`src/rtl/ipfc_pkg.sv`:
```
`default_nettype none

package ipfc_pkg;

  localparam int TableEntriesDef = 32;
  localparam int MinHeaderBytes = 20;
  localparam int ReadableEntries = 1 << 5;
  localparam logic [31:0] CountMax = 32'hFFFF_FFFF;

  typedef enum logic {
    OP_RECORD = 1'b0,
    OP_READ   = 1'b1
  } op_t;

  typedef enum logic [2:0] {
    ST_INSERTED    = 3'd0,
    ST_HIT         = 3'd1,
    ST_BAD_HEADER  = 3'd2,
    ST_FULL        = 3'd3,
    ST_READ_OK     = 3'd4,
    ST_READ_UNUSED = 3'd5
  } status_t;

  typedef enum logic [1:0] {
    FSM_IDLE,
    FSM_RUN,
    FSM_HOLD
  } fsm_t;

  // One item as it walks down the row of cells.
  typedef struct packed {
    logic        valid;
    op_t         op;
    logic        found;
    status_t     status;
    logic [4:0]  index;
    logic [31:0] count;
    logic [31:0] ip_dest;
    logic [31:0] ip_src;
    logic [47:0] mac_dst;
    logic [47:0] mac_src;
    logic [4:0]  read_index;
  } carrier_t;

  typedef struct packed {
    status_t     status;
    logic [4:0]  entry_index;
    logic [31:0] packet_count;
    logic [31:0] entry_ip_dest;
    logic [31:0] entry_ip_src;
    logic [47:0] entry_mac_dst;
    logic [47:0] entry_mac_src;
    logic [5:0]  entries_in_use;
  } result_t;

endpackage

`default_nettype wire

```
`src/rtl/ipfc_cell.sv`:
```
`default_nettype none

module ipfc_cell import ipfc_pkg::*; #(
  parameter int CELL_INDEX = 0,
  parameter int USED_W = 6
) (
  input  logic              clk,
  input  logic              rst,
  input  logic [USED_W-1:0] used,
  input  carrier_t          carrier_in,
  output carrier_t          carrier_out
);

  localparam logic [USED_W-1:0] Pos = USED_W'(CELL_INDEX);
  localparam bit Readable = CELL_INDEX < ReadableEntries;

  logic [31:0] ip_dest;
  logic [31:0] ip_src;
  logic [47:0] mac_dst;
  logic [47:0] mac_src;
  logic [31:0] count;

  logic        filled;
  logic        live;
  logic        hit;
  logic        insert;
  logic        read;
  logic [31:0] count_up;
  carrier_t    carrier_next;

  always_comb begin
    filled   = Pos < used;
    live     = carrier_in.valid && !carrier_in.found;
    hit      = live && carrier_in.op == OP_RECORD && filled &&
               ip_dest == carrier_in.ip_dest && ip_src == carrier_in.ip_src;
    insert   = live && carrier_in.op == OP_RECORD && Pos == used;
    read     = live && carrier_in.op == OP_READ && Readable && filled &&
               carrier_in.read_index == 5'(CELL_INDEX);
    count_up = (count == CountMax) ? count : count + 32'd1;

    carrier_next = carrier_in;
    priority if (hit) begin
      carrier_next.found    = 1'b1;
      carrier_next.status   = ST_HIT;
      carrier_next.index    = 5'(CELL_INDEX);
      carrier_next.count    = count_up;
      carrier_next.mac_dst  = mac_dst;
      carrier_next.mac_src  = mac_src;
    end else if (insert) begin
      carrier_next.found  = 1'b1;
      carrier_next.status = ST_INSERTED;
      carrier_next.index  = 5'(CELL_INDEX);
      carrier_next.count  = 32'd1;
    end else if (read) begin
      carrier_next.found    = 1'b1;
      carrier_next.status   = ST_READ_OK;
      carrier_next.index    = 5'(CELL_INDEX);
      carrier_next.count    = count;
      carrier_next.ip_dest  = ip_dest;
      carrier_next.ip_src   = ip_src;
      carrier_next.mac_dst  = mac_dst;
      carrier_next.mac_src  = mac_src;
    end else begin
      carrier_next = carrier_in;
    end
  end

  always_ff @(posedge clk) begin
    if (rst) begin
      carrier_out.valid <= 1'b0;
    end else begin
      carrier_out <= carrier_next;
    end
  end

  always_ff @(posedge clk) begin
    if (!rst && hit) begin
      count <= count_up;
    end else if (!rst && insert) begin
      ip_dest  <= carrier_in.ip_dest;
      ip_src   <= carrier_in.ip_src;
      mac_dst  <= carrier_in.mac_dst;
      mac_src  <= carrier_in.mac_src;
      count    <= 32'd1;
    end
  end

endmodule

`default_nettype wire

```
`config.mk`:
```
export PLATFORM = sky130hd
export DESIGN_NAME = ipfc_cell
export DESIGN_NICKNAME = d
export VERILOG_FILES = /design/src/rtl/ipfc_pkg.sv /design/src/rtl/ipfc_cell.sv
export SDC_FILE = /design/constraint.sdc
export NUM_CORES = 1
export LEC_CHECK = 0
export ABC_AREA = 1
export BUFFER_PORTS_ARGS = -buffer_cell sky130_fd_sc_hd__buf_2
export CAP_MARGIN = 20
export CORE_MARGIN = 3
export CORE_UTILIZATION = 29
export DETAILED_ROUTE_END_ITERATION = 16
export PLACE_DENSITY_LB_ADDON = 0.3
export SYNTH_ARGS = -nofsm -noshare
export SYNTH_HDL_FRONTEND = slang
export SYNTH_SLANG_ARGS = --single-unit
export TNS_END_PERCENT = 50
```
`constraint.sdc`:
```
create_clock -name clk -period 20.9 [get_ports clk]
set_input_delay 2.09 -clock clk [delete_from_list [all_inputs] [get_ports clk]]
set_output_delay 2.09 -clock clk [all_outputs]
set_load 0.02 [all_outputs]
```
==> metrics.md <==
| Metric | Value |
|---|---|
| Clock latency on the worst-skew pair | 580 ps |
| Setup WS post-layout | 16,160 ps |
| Antenna viol nets, final | 0 |
| Final setup TNS | 0 ps |
| RSZ-0062 raised after global routing | false |
| Vias in the first global route | 12,800 |
| DRT Pass-1 Iters | 5 |
| CP Cell Sequence | buf_2 > inv_1 > nor2_1 > nand2_1 > nor4_2 > nand2_4 > inv_4 > buf_4 > o21ai_0 > nand2_1 |
| TritonCTS clock tree | yes |
| DR WL/cell | 18.5 µm |
| # resized after CTS | 0 |
| Tot GR Track Use | 16.1% |
| Dominant cell type by area after synthesis | edfxtp_1 |
| Measured slew at the worst slew-check pin | 1050 ps |
| LEAKAGE | 9.62 nW |
| Sequential area share after synthesis | 68.0% |
| Area delta synth->final | 24.9% |
| TritonCTS Buffers | 45 |
| Largest net degree at the start of global routing | 133 |
| Avg Inst Size Synth | 10.7 µm² |
| Worst path top cell family by delay | buffers and inverters |
| Vias per std cell | 4.62 |
| FFs w/ async S/R, synth | 0% |
| DR iter-0 viols | 882 |
| Cells after DPL | 2,785 |
| Ranking of synthesized cells by area | edfxtp_1, nand2_1, nand3_1 |
| Crit path arrival time | 5160 ps |
| Setup WS pre-CTS | 15,610 ps |
| Fraction of layout cells with a size suffix above 1 | 25.5% |
| Number of synthesized flops with an enable pin | 399 |
| Clock root buffer | clkbuf_16 |
| Finish-stage setup viols | 0 |
| Overall Power | 1.87 mW |
| Pwr/cell area | 84.7 mW/mm² |
| Final HPWL DP | 36,800 µm |
| Req. time, crit path | 21,330 ps |
| Nature of the critical path endpoint | register |
| Setup bufs post-CTS | 0 |
| Via count | 13,300 |
| DP Area | 0.0205 mm² |
| Final Slew Violations | 0 |
| FP Rows | 89 |
| Final core occ | 37.0% |
| Hold buffers post-CTS | 0 |
| Fillers | 5,836 |
| Outcome | completed |
| Worst-case clock buffer depth | 3 |
| Initial Util | 29.6% |
| Total grt overflow | 0 |
| Post-route clock period utilization | 22.7% |
| Total core area | 0.0596 mm² |
| Number of hold violations in the final report | 0 |
| Yosys warning total | 0 |
| Slew HR | 29.8% |
| Nets | 2,278 |
| Global-route wire length before repair | 78,700 µm |
| Drc violations | 0 |
| Min-Delay Path Class | reg -> reg |
| Max-cap viol count | 0 |
| Final Hold Slack | 535 ps |
| CP dominant cell by count | nand2_1 |
| Buf/Inv on CP | 4 |
| Setup crit start kind | input port |
| Cell with the most instances after synthesis | nand2_1 |
| Clock transition at path regs | 60 ps |
| Cell area after synthesis | 0.0176 mm² |
| Commonest cells post-synth | nand2_1, edfxtp_1, nand3_1 |
| Post-route insts no fill | 2,871 |
| Mapped Nets | 1,869 |
| Clk_skew | 27.8 ps |
| Synth top area share | 67.9% |
| Slowest cell delay on critical path | 770 ps |
| Mapped Cells | 1,652 |
| Ports | 424 |
| Fmax | 0.211 GHz |
| Crit Path Category | in -> reg |
| Sink Count | 400 |
| Max H-tree Level | 2 |
| GP Congestion | 0.813 |
| Max VDD drop | 0.0526 mV |
| Die width | 253 µm |
| Post-route cell area | 0.0220 mm² |
| Port bufs | 423 |
| CP max-delay cell | buf_4 |
| Fin crit period | 4740 ps |
| Initial antenna violation count | 8 |
| Routed WL | 53,200 µm |
| Synthesized flop and latch total | 400 |
| Ys flop type | edfxtp_1 |
| Die area | 0.0638 mm² |
| Unique cell type count in the Yosys netlist | 36 |
| Die Y | 253 µm |
| Critical path peak fanout | 89 |
-- kinds of logic after synthesis --
kind of cell	count (synthesis)	synth area share (%)
AND/OR/NAND/NOR	840	20.1
buffers and inverters	198	4.74
adder cells (fa/ha/maj)	1	0.0709
AO/OA/AOI/OAI	170	4.91
XOR/XNOR	43	2.13
flip-flops	400	68.0
-- worst min-delay path: cells and delay by family (launching register included) --
family,cells,cell delay [ps]
flops,1,310
compound gates,1,70
simple gates,1,60
-- metal layers --
metal  vias up  track usage [%]  share of wire (%)
met5         -                0               0.13
met4        10             4.15                2.1
met3        74             4.35                7.3
met2       448             26.3                 47
met1      6298             21.2                 43
li1       6447                -                  -
-- registers in the layout, summed over array words and instances, names as in the netlist --
name         flops
mac_src         48
ip_dest         32
count           32
ip_src          32
carrier_out    208
mac_dst         48
-- where the power goes --
group / internal, mW / switching, mW
combinational: 0.0472 / 0.0919
clock: 0.471 / 0.336
sequential: 0.911 / 0.00904
total: 1.43 / 0.437
-- worst paths after layout --
kind | end | depth (start not counted) | slack, ps | startpoint
worst max-delay path | carrier_out[29] | 10 | 16160 | carrier_in[206]
worst min-delay path | carrier_out[42] | 2 | 530 | mac_src[37]
worst min register to register | carrier_out[42] | 2 | 530 | mac_src[37]
worst max register to register | count[10] | 10 | 17570 | ip_src[0]
-- area by class of cell --
cell class / instances / area (µm²) / share of cell area (%)
antenna: 3 / 7.51 / 0.0341
clock buffer: 49 / 1140 / 5.18
clock inverter: 32 / 342 / 1.55
inverter: 123 / 472 / 2.14
multi-input combinational: 1054 / 4840 / 22.0
sequential: 400 / 12000 / 54.5
tap: 773 / 967 / 4.39
timing repair buffer: 437 / 2260 / 10.3
-- layout by cell type, fill, tap and decap left out, types with 3 or more instances in the layout --
cell         n
nor2_1     102
clkbuf_1     4
nand3_1    160
nand4_1     15
diode_2      3
o211ai_1     4
buf_2      423
a21oi_1      5
edfxtp_1   399
clkinv_2    11
nand3_4      3
nand2_1    521
and2_1       6
inv_1      115
nor2_4       6
nor2b_1      3
o21ai_0    158
xor2_1      22
nand3b_1     3
buf_4       12
bufinv_16    6
nor3_1       7
xnor2_1     21
clkinv_1     8
nor2_2       4
inv_2        6
clkbuf_16   45
Note: power is estimated with default switching activity, not from simulation.
